$ cat src/hdl/kanw_pkg.sv
`timescale 1ns / 1ps
// ----------------------------------------------------------------------------
// kanw_pkg - shared types and constants
// Field widths, the kept-entry type and the back-end state encoding for the
// k-nearest-neighbor adaptive weight unit.
// ----------------------------------------------------------------------------
package kanw_pkg;

    localparam int COL_W      = 12;
    localparam int DIST_W     = 32;
    localparam int EPS_W      = 16;
    localparam int WEIGHT_W   = 16;
    localparam int NSUM_W     = 36;
    localparam int DIV_CNT_W  = $clog2(WEIGHT_W);

    localparam logic [DIST_W-1:0]   DIST_INF   = '1;
    localparam logic [WEIGHT_W-1:0] WEIGHT_MAX = '1;
    localparam logic [NSUM_W-1:0]   NSUM_MAX   = '1;
    localparam logic [EPS_W-1:0]    EPS_RESET  = EPS_W'(1);

    // one kept neighbor
    typedef struct packed {
        logic [COL_W-1:0]  col;
        logic [DIST_W-1:0] sq_dist;
    } entry_t;

    // back-end sequencer states
    typedef enum logic [2:0] {
        ST_IDLE,
        ST_SUM,
        ST_DENOM,
        ST_OUT,
        ST_PREP,
        ST_DIV
    } emit_state_t;

endpackage

$ cat src/hdl/kanw_front.sv
`timescale 1ns / 1ps
// ----------------------------------------------------------------------------
// kanw_front - row intake and insertion chain
// Keeps the KEEP smallest distances of the current row sorted in a register
// chain, one item per cycle while the row queue has room, and hands the row on.
// ----------------------------------------------------------------------------
module kanw_front
    import kanw_pkg::*;
#(
    parameter int KEEP        = 11,
    parameter int MAX_COLUMNS = 4096,
    parameter int CNT_W       = $clog2(KEEP + 1)
)
(
    input  logic                  clk,
    input  logic                  rst_n,
    input  logic                  push,
    output logic                  full,
    input  logic [COL_W-1:0]      column,
    input  logic [DIST_W-1:0]     distance,
    input  logic                  is_self,
    input  logic                  row_end,
    output logic                  q_push,
    input  logic                  q_full,
    output entry_t [KEEP-1:0]     q_entries,
    output logic [CNT_W-1:0]      q_count
);

    localparam int RC_W  = $clog2(MAX_COLUMNS + 1);
    localparam int CMP_W = ((RC_W > CNT_W) ? RC_W : CNT_W) + 1;

    logic [RC_W-1:0]    row_count_reg;
    logic [RC_W-1:0]    row_count_inc;
    entry_t [KEEP-1:0]  kept_reg;
    entry_t [KEEP-1:0]  kept_next;
    entry_t             new_entry;
    logic [CNT_W-1:0]   n_cur;
    logic [CNT_W-1:0]   n_after;
    logic [KEEP-1:0]    slot_valid;
    logic [KEEP-1:0]    slot_open;
    logic               do_insert;
    logic               prev_open;
    logic               accept;

    // intake handshake: a finished row needs room in the queue
    assign full   = q_full;
    assign accept = push && !q_full;

    // self column counts as infinite
    assign new_entry.col     = column;
    assign new_entry.sq_dist = is_self ? DIST_INF : distance;

    // saturating item count and number of live entries
    assign row_count_inc = (row_count_reg == RC_W'(MAX_COLUMNS)) ?
                           row_count_reg : row_count_reg + 1'b1;
    assign n_cur   = (CMP_W'(row_count_reg) < CMP_W'(KEEP)) ?
                     CNT_W'(row_count_reg) : CNT_W'(KEEP);
    assign n_after = (CMP_W'(row_count_inc) < CMP_W'(KEEP)) ?
                     CNT_W'(row_count_inc) : CNT_W'(KEEP);

    // insertion chain: entries larger than the new one shift up by one
    always_comb
    begin
        for (int i = 0; i < KEEP; i++)
        begin
            slot_valid[i] = CNT_W'(i) < n_cur;
            slot_open[i]  = !slot_valid[i] ||
                            (kept_reg[i].sq_dist > new_entry.sq_dist);
        end
        do_insert = (n_cur < CNT_W'(KEEP)) ||
                    (new_entry.sq_dist < kept_reg[KEEP-1].sq_dist);
        prev_open = 1'b0;
        for (int i = 0; i < KEEP; i++)
        begin
            kept_next[i] = kept_reg[i];
            if (do_insert)
            begin
                if (prev_open)
                    kept_next[i] = kept_reg[(i > 0) ? i - 1 : 0];
                else if (slot_open[i])
                    kept_next[i] = new_entry;
            end
            prev_open = slot_open[i];
        end
    end

    // hand the finished row to the back end
    assign q_push    = accept && row_end;
    assign q_entries = kept_next;
    assign q_count   = n_after;

    // row count
    always_ff @(posedge clk or negedge rst_n)
    begin
        if (!rst_n)
            row_count_reg <= '0;
        else if (accept)
            row_count_reg <= row_end ? '0 : row_count_inc;
    end

    // kept entries
    always_ff @(posedge clk)
    begin
        if (accept)
            kept_reg <= kept_next;
    end

endmodule

$ cat src/hdl/kanw_row_queue.sv
`timescale 1ns / 1ps
// ----------------------------------------------------------------------------
// kanw_row_queue - two-row queue between intake and emission
// Holds finished rows (sorted entries and entry count) so the intake can run
// ahead of the weight computation.
// ----------------------------------------------------------------------------
module kanw_row_queue
    import kanw_pkg::*;
#(
    parameter int KEEP  = 11,
    parameter int CNT_W = $clog2(KEEP + 1)
)
(
    input  logic               clk,
    input  logic               rst_n,
    input  logic               push,
    output logic               full,
    input  entry_t [KEEP-1:0]  wr_entries,
    input  logic [CNT_W-1:0]   wr_count,
    input  logic               pop,
    output logic               empty,
    output entry_t [KEEP-1:0]  rd_entries,
    output logic [CNT_W-1:0]   rd_count
);

    entry_t [KEEP-1:0]  ent_reg [2];
    logic [CNT_W-1:0]   cnt_reg [2];
    logic               wr_ptr_reg;
    logic               rd_ptr_reg;
    logic [1:0]         fill_reg;
    logic               do_push;
    logic               do_pop;

    assign full    = fill_reg == 2'd2;
    assign empty   = fill_reg == 2'd0;
    assign do_push = push && !full;
    assign do_pop  = pop && !empty;

    assign rd_entries = ent_reg[rd_ptr_reg];
    assign rd_count   = cnt_reg[rd_ptr_reg];

    // pointers and fill level
    always_ff @(posedge clk or negedge rst_n)
    begin
        if (!rst_n)
        begin
            wr_ptr_reg <= 1'b0;
            rd_ptr_reg <= 1'b0;
            fill_reg   <= 2'd0;
        end
        else
        begin
            if (do_push)
                wr_ptr_reg <= !wr_ptr_reg;
            if (do_pop)
                rd_ptr_reg <= !rd_ptr_reg;
            if (do_push && !do_pop)
                fill_reg <= fill_reg + 2'd1;
            else if (do_pop && !do_push)
                fill_reg <= fill_reg - 2'd1;
        end
    end

    // row storage
    always_ff @(posedge clk)
    begin
        if (do_push)
        begin
            ent_reg[wr_ptr_reg] <= wr_entries;
            cnt_reg[wr_ptr_reg] <= wr_count;
        end
    end

endmodule

$ cat src/hdl/kanw_emitter.sv
`timescale 1ns / 1ps
// ----------------------------------------------------------------------------
// kanw_emitter - weight computation and result output
// Sums the near distances with one shared adder, forms the denominator, then
// emits the farthest entry with weight zero, then the others, whose weights
// come from a one-bit-per-cycle restoring divider.
// ----------------------------------------------------------------------------
module kanw_emitter
    import kanw_pkg::*;
#(
    parameter int NEIGHBORS = 10,
    parameter int KEEP      = NEIGHBORS + 1,
    parameter int CNT_W     = $clog2(KEEP + 1)
)
(
    input  logic                  clk,
    input  logic                  rst_n,
    input  logic [EPS_W-1:0]      epsilon,
    input  logic                  q_empty,
    output logic                  q_pop,
    input  entry_t [KEEP-1:0]     q_entries,
    input  logic [CNT_W-1:0]      q_count,
    output logic                  empty,
    input  logic                  pop,
    output logic [COL_W-1:0]      neighbor_column,
    output logic [DIST_W-1:0]     neighbor_distance,
    output logic [WEIGHT_W-1:0]   weight,
    output logic [NSUM_W-1:0]     near_sum,
    output logic                  short_row,
    output logic                  last
);

    localparam int IDX_W = (KEEP > 1) ? $clog2(KEEP) : 1;
    localparam int SUM_W = $clog2(NEIGHBORS + 1) + DIST_W;
    localparam int DEN_W = $clog2(NEIGHBORS + 1) + DIST_W + 1;
    localparam int SAT_W = (SUM_W > NSUM_W) ? SUM_W : NSUM_W;

    emit_state_t            state_reg, state_next;
    entry_t [KEEP-1:0]      ent_reg, ent_next;
    logic [CNT_W-1:0]       n_reg, n_next;
    logic [DIST_W-1:0]      dmax_reg, dmax_next;
    logic [SUM_W-1:0]       sum_reg, sum_next;
    logic [DEN_W-1:0]       prod_reg, prod_next;
    logic [DEN_W-1:0]       denom_reg, denom_next;
    logic [IDX_W-1:0]       idx_reg, idx_next;
    logic [IDX_W-1:0]       k_reg, k_next;
    logic [DEN_W:0]         rem_reg, rem_next;
    logic [WEIGHT_W-1:0]    quo_reg, quo_next;
    logic [DIV_CNT_W-1:0]   step_reg, step_next;
    logic                   wzero_reg, wzero_next;
    logic                   wsat_reg, wsat_next;
    logic [COL_W-1:0]       res_col_reg, res_col_next;
    logic [DIST_W-1:0]      res_dist_reg, res_dist_next;
    logic [WEIGHT_W-1:0]    res_w_reg, res_w_next;

    logic [IDX_W-1:0]       n_last;
    logic [DIST_W-1:0]      diff;
    logic [DEN_W:0]         rem_sh;
    logic [SAT_W-1:0]       sum_ext;
    entry_t                 cur_entry;

    assign n_last  = IDX_W'(n_reg - 1'b1);
    assign rem_sh  = {rem_reg[DEN_W-1:0], 1'b0};
    assign sum_ext = SAT_W'(sum_reg);

    // result ports
    assign empty             = state_reg != ST_OUT;
    assign neighbor_column   = res_col_reg;
    assign neighbor_distance = res_dist_reg;
    assign weight            = res_w_reg;
    assign near_sum          = (sum_ext > SAT_W'(NSUM_MAX)) ? NSUM_MAX
                                                            : sum_ext[NSUM_W-1:0];
    assign short_row         = n_reg < CNT_W'(KEEP);
    assign last              = k_reg == n_last;

    // state register
    always_ff @(posedge clk or negedge rst_n)
    begin
        if (!rst_n)
            state_reg <= ST_IDLE;
        else
            state_reg <= state_next;
    end

    // datapath registers
    always_ff @(posedge clk)
    begin
        ent_reg      <= ent_next;
        n_reg        <= n_next;
        dmax_reg     <= dmax_next;
        sum_reg      <= sum_next;
        prod_reg     <= prod_next;
        denom_reg    <= denom_next;
        idx_reg      <= idx_next;
        k_reg        <= k_next;
        rem_reg      <= rem_next;
        quo_reg      <= quo_next;
        step_reg     <= step_next;
        wzero_reg    <= wzero_next;
        wsat_reg     <= wsat_next;
        res_col_reg  <= res_col_next;
        res_dist_reg <= res_dist_next;
        res_w_reg    <= res_w_next;
    end

    // sequencer: sum, denominator, then one divide per emitted neighbor after the first
    always_comb
    begin
        state_next    = state_reg;
        ent_next      = ent_reg;
        n_next        = n_reg;
        dmax_next     = dmax_reg;
        sum_next      = sum_reg;
        prod_next     = prod_reg;
        denom_next    = denom_reg;
        idx_next      = idx_reg;
        k_next        = k_reg;
        rem_next      = rem_reg;
        quo_next      = quo_reg;
        step_next     = step_reg;
        wzero_next    = wzero_reg;
        wsat_next     = wsat_reg;
        res_col_next  = res_col_reg;
        res_dist_next = res_dist_reg;
        res_w_next    = res_w_reg;
        q_pop         = 1'b0;
        cur_entry     = ent_reg[IDX_W'(k_reg - 1'b1)];
        diff          = dmax_reg - cur_entry.sq_dist;

        case (state_reg)
            ST_IDLE:
            begin
                if (!q_empty)
                begin
                    q_pop      = 1'b1;
                    ent_next   = q_entries;
                    n_next     = q_count;
                    dmax_next  = q_entries[IDX_W'(q_count - 1'b1)].sq_dist;
                    sum_next   = '0;
                    idx_next   = '0;
                    state_next = ST_SUM;
                end
            end
            ST_SUM:
            begin
                prod_next = DEN_W'(dmax_reg) * DEN_W'(NEIGHBORS);
                if (idx_reg == n_last)
                    state_next = ST_DENOM;
                else
                begin
                    sum_next = sum_reg + SUM_W'(ent_reg[idx_reg].sq_dist);
                    idx_next = idx_reg + 1'b1;
                end
            end
            ST_DENOM:
            begin
                denom_next    = prod_reg - DEN_W'(sum_reg) + DEN_W'(epsilon);
                k_next        = '0;
                res_col_next  = ent_reg[n_last].col;
                res_dist_next = dmax_reg;
                res_w_next    = '0;
                state_next    = ST_OUT;
            end
            ST_OUT:
            begin
                if (pop)
                begin
                    if (k_reg == n_last)
                        state_next = ST_IDLE;
                    else
                    begin
                        k_next     = k_reg + 1'b1;
                        state_next = ST_PREP;
                    end
                end
            end
            ST_PREP:
            begin
                res_col_next  = cur_entry.col;
                res_dist_next = cur_entry.sq_dist;
                rem_next      = (DEN_W + 1)'(diff);
                quo_next      = '0;
                step_next     = '0;
                wzero_next    = denom_reg == '0;
                wsat_next     = DEN_W'(diff) >= denom_reg;
                state_next    = ST_DIV;
            end
            ST_DIV:
            begin
                if (wzero_reg)
                begin
                    res_w_next = '0;
                    state_next = ST_OUT;
                end
                else if (wsat_reg)
                begin
                    res_w_next = WEIGHT_MAX;
                    state_next = ST_OUT;
                end
                else
                begin
                    // one quotient bit per cycle
                    if (rem_sh >= {1'b0, denom_reg})
                    begin
                        rem_next = rem_sh - {1'b0, denom_reg};
                        quo_next = {quo_reg[WEIGHT_W-2:0], 1'b1};
                    end
                    else
                    begin
                        rem_next = rem_sh;
                        quo_next = {quo_reg[WEIGHT_W-2:0], 1'b0};
                    end
                    step_next = step_reg + 1'b1;
                    if (step_reg == DIV_CNT_W'(WEIGHT_W - 1))
                    begin
                        res_w_next = quo_next;
                        state_next = ST_OUT;
                    end
                end
            end
            default:
            begin
                state_next = ST_IDLE;
            end
        endcase
    end

endmodule

$ cat src/hdl/knn_adaptive_neighbor_weights_unit.sv
`timescale 1ns / 1ps
// ----------------------------------------------------------------------------
// knn_adaptive_neighbor_weights_unit - top level
// k-nearest-neighbor selection over a row of squared distances with adaptive
// neighbor weights, queue-style ports on both sides.
// ----------------------------------------------------------------------------
// The intake takes one distance per cycle into a sorted insertion chain of
// NEIGHBORS+1 entries; full is high while two finished rows wait in the row
// queue, and then holds off every input transaction until the emitter takes
// one of them. Each finished row is then emitted by a sequencer that first sums
// the near distances (n kept entries, one add per cycle), then gives each
// neighbor after the first a setup state and a 16-step restoring divider, one
// quotient bit per cycle (the divider is skipped when the weight saturates or
// the denominator is zero), and waits for the pop of every result. The first
// result of a row is the farthest kept entry with weight zero; last marks the
// final one. epsilon is written through cfg_write/cfg_data and resets to 1.
module knn_adaptive_neighbor_weights_unit
    import kanw_pkg::*;
#(
    parameter int NEIGHBORS   = 10,
    parameter int MAX_COLUMNS = 4096
)
(
    input  logic                  clk,
    input  logic                  rst_n,
    input  logic                  cfg_write,
    input  logic [EPS_W-1:0]      cfg_data,
    input  logic                  push,
    output logic                  full,
    input  logic [COL_W-1:0]      column,
    input  logic [DIST_W-1:0]     distance,
    input  logic                  is_self,
    input  logic                  row_end,
    output logic                  empty,
    input  logic                  pop,
    output logic [COL_W-1:0]      neighbor_column,
    output logic [DIST_W-1:0]     neighbor_distance,
    output logic [WEIGHT_W-1:0]   weight,
    output logic [NSUM_W-1:0]     near_sum,
    output logic                  short_row,
    output logic                  last
);

    localparam int KEEP  = NEIGHBORS + 1;
    localparam int CNT_W = $clog2(KEEP + 1);

    logic [EPS_W-1:0]   epsilon_reg;
    logic               fq_push;
    logic               fq_full;
    entry_t [KEEP-1:0]  fq_entries;
    logic [CNT_W-1:0]   fq_count;
    logic               qe_pop;
    logic               qe_empty;
    entry_t [KEEP-1:0]  qe_entries;
    logic [CNT_W-1:0]   qe_count;

    // epsilon configuration register
    always_ff @(posedge clk or negedge rst_n)
    begin
        if (!rst_n)
            epsilon_reg <= EPS_RESET;
        else if (cfg_write)
            epsilon_reg <= cfg_data;
    end

    // row intake
    kanw_front #(
        .KEEP        (KEEP),
        .MAX_COLUMNS (MAX_COLUMNS),
        .CNT_W       (CNT_W)
    ) u_front (
        .clk       (clk),
        .rst_n     (rst_n),
        .push      (push),
        .full      (full),
        .column    (column),
        .distance  (distance),
        .is_self   (is_self),
        .row_end   (row_end),
        .q_push    (fq_push),
        .q_full    (fq_full),
        .q_entries (fq_entries),
        .q_count   (fq_count)
    );

    // finished rows waiting for emission
    kanw_row_queue #(
        .KEEP  (KEEP),
        .CNT_W (CNT_W)
    ) u_queue (
        .clk        (clk),
        .rst_n      (rst_n),
        .push       (fq_push),
        .full       (fq_full),
        .wr_entries (fq_entries),
        .wr_count   (fq_count),
        .pop        (qe_pop),
        .empty      (qe_empty),
        .rd_entries (qe_entries),
        .rd_count   (qe_count)
    );

    // weight computation and result output
    kanw_emitter #(
        .NEIGHBORS (NEIGHBORS),
        .KEEP      (KEEP),
        .CNT_W     (CNT_W)
    ) u_emitter (
        .clk               (clk),
        .rst_n             (rst_n),
        .epsilon           (epsilon_reg),
        .q_empty           (qe_empty),
        .q_pop             (qe_pop),
        .q_entries         (qe_entries),
        .q_count           (qe_count),
        .empty             (empty),
        .pop               (pop),
        .neighbor_column   (neighbor_column),
        .neighbor_distance (neighbor_distance),
        .weight            (weight),
        .near_sum          (near_sum),
        .short_row         (short_row),
        .last              (last)
    );

endmodule

$ cat config.mk
export PLATFORM = sky130hd
export DESIGN_NAME = knn_adaptive_neighbor_weights_unit
export DESIGN_NICKNAME = d
export VERILOG_FILES = /design/src/hdl/kanw_pkg.sv /design/src/hdl/kanw_front.sv /design/src/hdl/kanw_row_queue.sv /design/src/hdl/kanw_emitter.sv /design/src/hdl/knn_adaptive_neighbor_weights_unit.sv
export SDC_FILE = /design/constraint.sdc
export NUM_CORES = 2
export LEC_CHECK = 0
export BUFFER_PORTS_ARGS = -buffer_cell sky130_fd_sc_hd__clkbuf_2
export CORE_MARGIN = 4
export CORE_UTILIZATION = 58
export DETAILED_ROUTE_END_ITERATION = 12
export GPL_ROUTABILITY_DRIVEN = 0
export PLACE_DENSITY = 0.77
export SYNTH_ARGS = -nofsm -noshare
export SYNTH_HDL_FRONTEND = slang
export SYNTH_SLANG_ARGS = --single-unit
$ cat constraint.sdc
create_clock -name clk -period 30.6 [get_ports clk]
set_clock_uncertainty 0.1 [all_clocks]
set_input_delay 9.18 -clock clk [delete_from_list [all_inputs] [get_ports clk]]
set_output_delay 9.18 -clock clk [all_outputs]
set_load 0.03 [all_outputs]
==> flow_metrics.env <==
export IMPL_grt_pass1_wl_mm=529
export IMPL_grt_pass1_vias=76688
export IMPL_die_area_mm2=0.205
export IMPL_clock_latency_ns=0.90
export IMPL_crit_chain="clkbuf_2, buf_4, or2_2, inv_1, ha_1, a21oi_1, nor2b_1, o21ai_0, o211ai_1, a2111oi_0, o2111ai_1, a22oi_2, buf_4, buf_4, nand2b_4, o22ai_1, a2bb2oi_1"
export IMPL_hold_violations=0
export IMPL_crit_arrival_ns=16.20
export IMPL_tightest_slew_ns=1.47
export IMPL_cts_hold_buf=0
export IMPL_rsz0062_at_grt="no"
export IMPL_yosys_register_bits=2250
export IMPL_final_cell_mix="edfxtp_1, mux2_2, ha_1"
export IMPL_ctsResizeCount=0
export IMPL_hp_class="reg2reg"
export IMPL_ys_types=93
export IMPL_place_hpwl_mm=244
export IMPL_synth_flop_cell="edfxtp_1"
export IMPL_critical_path_slowest_cell="nand2b_4"
export IMPL_initial_utilization_pct=58.3
export IMPL_fin_crit_sh_pct=51.0
export IMPL_final_nets=9030
export IMPL_path_clk_slew_ns=0.06
export IMPL_die_w_um=453
export IMPL_grtUsageTotal_pct=35.2
export IMPL_drc_errors=0
export IMPL_cpPeakStageDelay_ns=0.99
export IMPL_crit_type="in2reg"
export IMPL_yosys_warnings=0
export IMPL_fin_setup_tns_ns=0
export IMPL_area_growth_pct=9.48
export IMPL_slew_headroom_pct=0.839
export IMPL_path_max_fanout=44
export IMPL_critPathCaptureType="flip-flop"
export IMPL_drtPass1Iterations=6
export IMPL_crit_path_start_kind="input port"
export IMPL_yosysSeqAreaShare_pct=58.6
export IMPL_root_buffer="clkbuf_16"
export IMPL_synth_edff_count=2214
export IMPL_core_area_mm2=0.197
export IMPL_drtAntennaViolNets=0
export IMPL_violations="capacitance limit"
export IMPL_crit_buf_inv=5
export IMPL_syn_inst=8337
export IMPL_drive_above_1_share_pct=19.4
export IMPL_syn_cell_area_mm2=0.115
export IMPL_wl_per_cell_um=33.1
export IMPL_setup_viol_count_final=0
export IMPL_worstPathRequired_ns=31.18
export IMPL_wirelength_mm=370
export IMPL_chipHeight_um=453
export IMPL_drtIter0Drc=12837
export IMPL_cts_buffers=214
export IMPL_syn_area_per_cell_um2=13.8
export IMPL_htree_levels=4
export IMPL_num_io_pins=167
export IMPL_maxCapViolCount=1
export IMPL_rows=163
export IMPL_synth_nets=9034
export IMPL_status="finished with violations"
export IMPL_period_needed_ns=15.62
export IMPL_clock_sinks=2250
export IMPL_cp_common_cell="buf_4"
export IMPL_grt_overflow_total=0
export IMPL_drv_slew=0
export IMPL_cp_top_family="compound AO/OA/AOI/OAI gates"
export IMPL_antenna_found_initial=26
export IMPL_synth_async_reset_ratio_pct=1.60
export IMPL_final_common_cell="edfxtp_1"
export IMPL_num_vias=80509
export IMPL_largest_reg_flops=968
export IMPL_via_per_inst=7.21
export IMPL_cts_setup_buffers=0
export IMPL_max_freq_ghz=0.0640
export IMPL_clock_path_buffers=3
export IMPL_io_buffers=166
export IMPL_cts_tree="yes"
export IMPL_grt_max_degree=152
-- final timing paths --
| check | startpoint | to | slack [ns] | depth (start not counted) |
|---|---|---|---|---|
| max in group asynchronous | rst_n | u_queue.rd_ptr_reg | 21.61 | 2 |
| hold / removal | epsilon_reg[0] | epsilon_reg[0] | 0.43 | 2 |
| min in group asynchronous | rst_n | epsilon_reg[15] | 8.30 | 2 |
| setup / recovery | is_self | u_queue.ent_reg[1][185] | 14.98 | 17 |
| setup reg to reg | u_emitter.k_reg[0] | u_emitter.wsat_reg | 22.20 | 22 |
| hold reg to reg | epsilon_reg[0] | epsilon_reg[0] | 0.43 | 2 |
-- worst min-delay path, stage by stage, from the launching register on --
cell and delay (ns):
dfstp_2 0.36, inv_1 0.07, o21ai_0 0.09
-- final cells by class --
class                      count  area (µm²)
clock buffer                 255        5550
multi-input combinational   5298       44900
clock inverter               144        1690
timing repair buffer         322        2080
tap                         2640        3300
sequential                  2250       67400
fill                       13826       71300
inverter                     247         950
antenna                       15        37.5
-- per-stage QoR --
step           worst slack, ns  utilization (%)  area (µm²)  std cells  hold slack (ns)
2_1_floorplan            0.303                -      115000       8337            0.376
3_3_place_gp             14.70             60.1      119000      10756            0.407
3_5_place_dp             14.39             60.1      119000      10757            0.406
4_1_cts                  15.31             63.8      126000      11156            0.415
5_1_grt                  15.00             63.8      126000      11157            0.448
6_report                 14.98             63.8      126000      11171            0.427
-- cell usage after synthesis, types with 140 or more instances --
cell	n	area [µm²]
edfxtp_1	2214	66500
mux2_2	621	6990
ha_1	610	7630
nor2_1	528	1980
clkbuf_1	402	1510
nand2_1	368	1380
a21oi_1	349	1750
o21ai_0	294	1470
inv_1	243	912
mux4_2	240	5410
mux2i_1	218	2180
a21o_1	162	1220
o22ai_1	141	882
a2bb2oi_1	140	1230
-- kinds of logic (layout without fill, tap and decap cells) --
| family | Yosys count | after routing | synth area share, % |
|---|---|---|---|
| xor gates and xnor gates | 173 | 173 | 1.33 |
| AOI/OAI and AO/OA | 1796 | 1796 | 10.8 |
| DFF | 2250 | 2250 | 58.6 |
| buffers and inverters | 789 | 968 | 2.70 |
| and+or+nand+nor | 1587 | 1587 | 6.54 |
| muxes | 1110 | 1110 | 13.0 |
| other | 0 | 15 | 0 |
| adders and majority gates | 632 | 632 | 7.01 |
-- layer usage --
metal	wire length [µm]	share of wire, %	vias up	global-route usage (%)
met2	157000	43	6904	50.8
li1	-	-	32748	-
met3	62300	17	1188	15.0
met1	129000	35	39653	46.1
met5	119	0.032	-	0
met4	21200	5.7	16	16.7
Power is not shown: default switching activity piles up to over one toggle a cycle in this logic, so the estimate is an artifact.
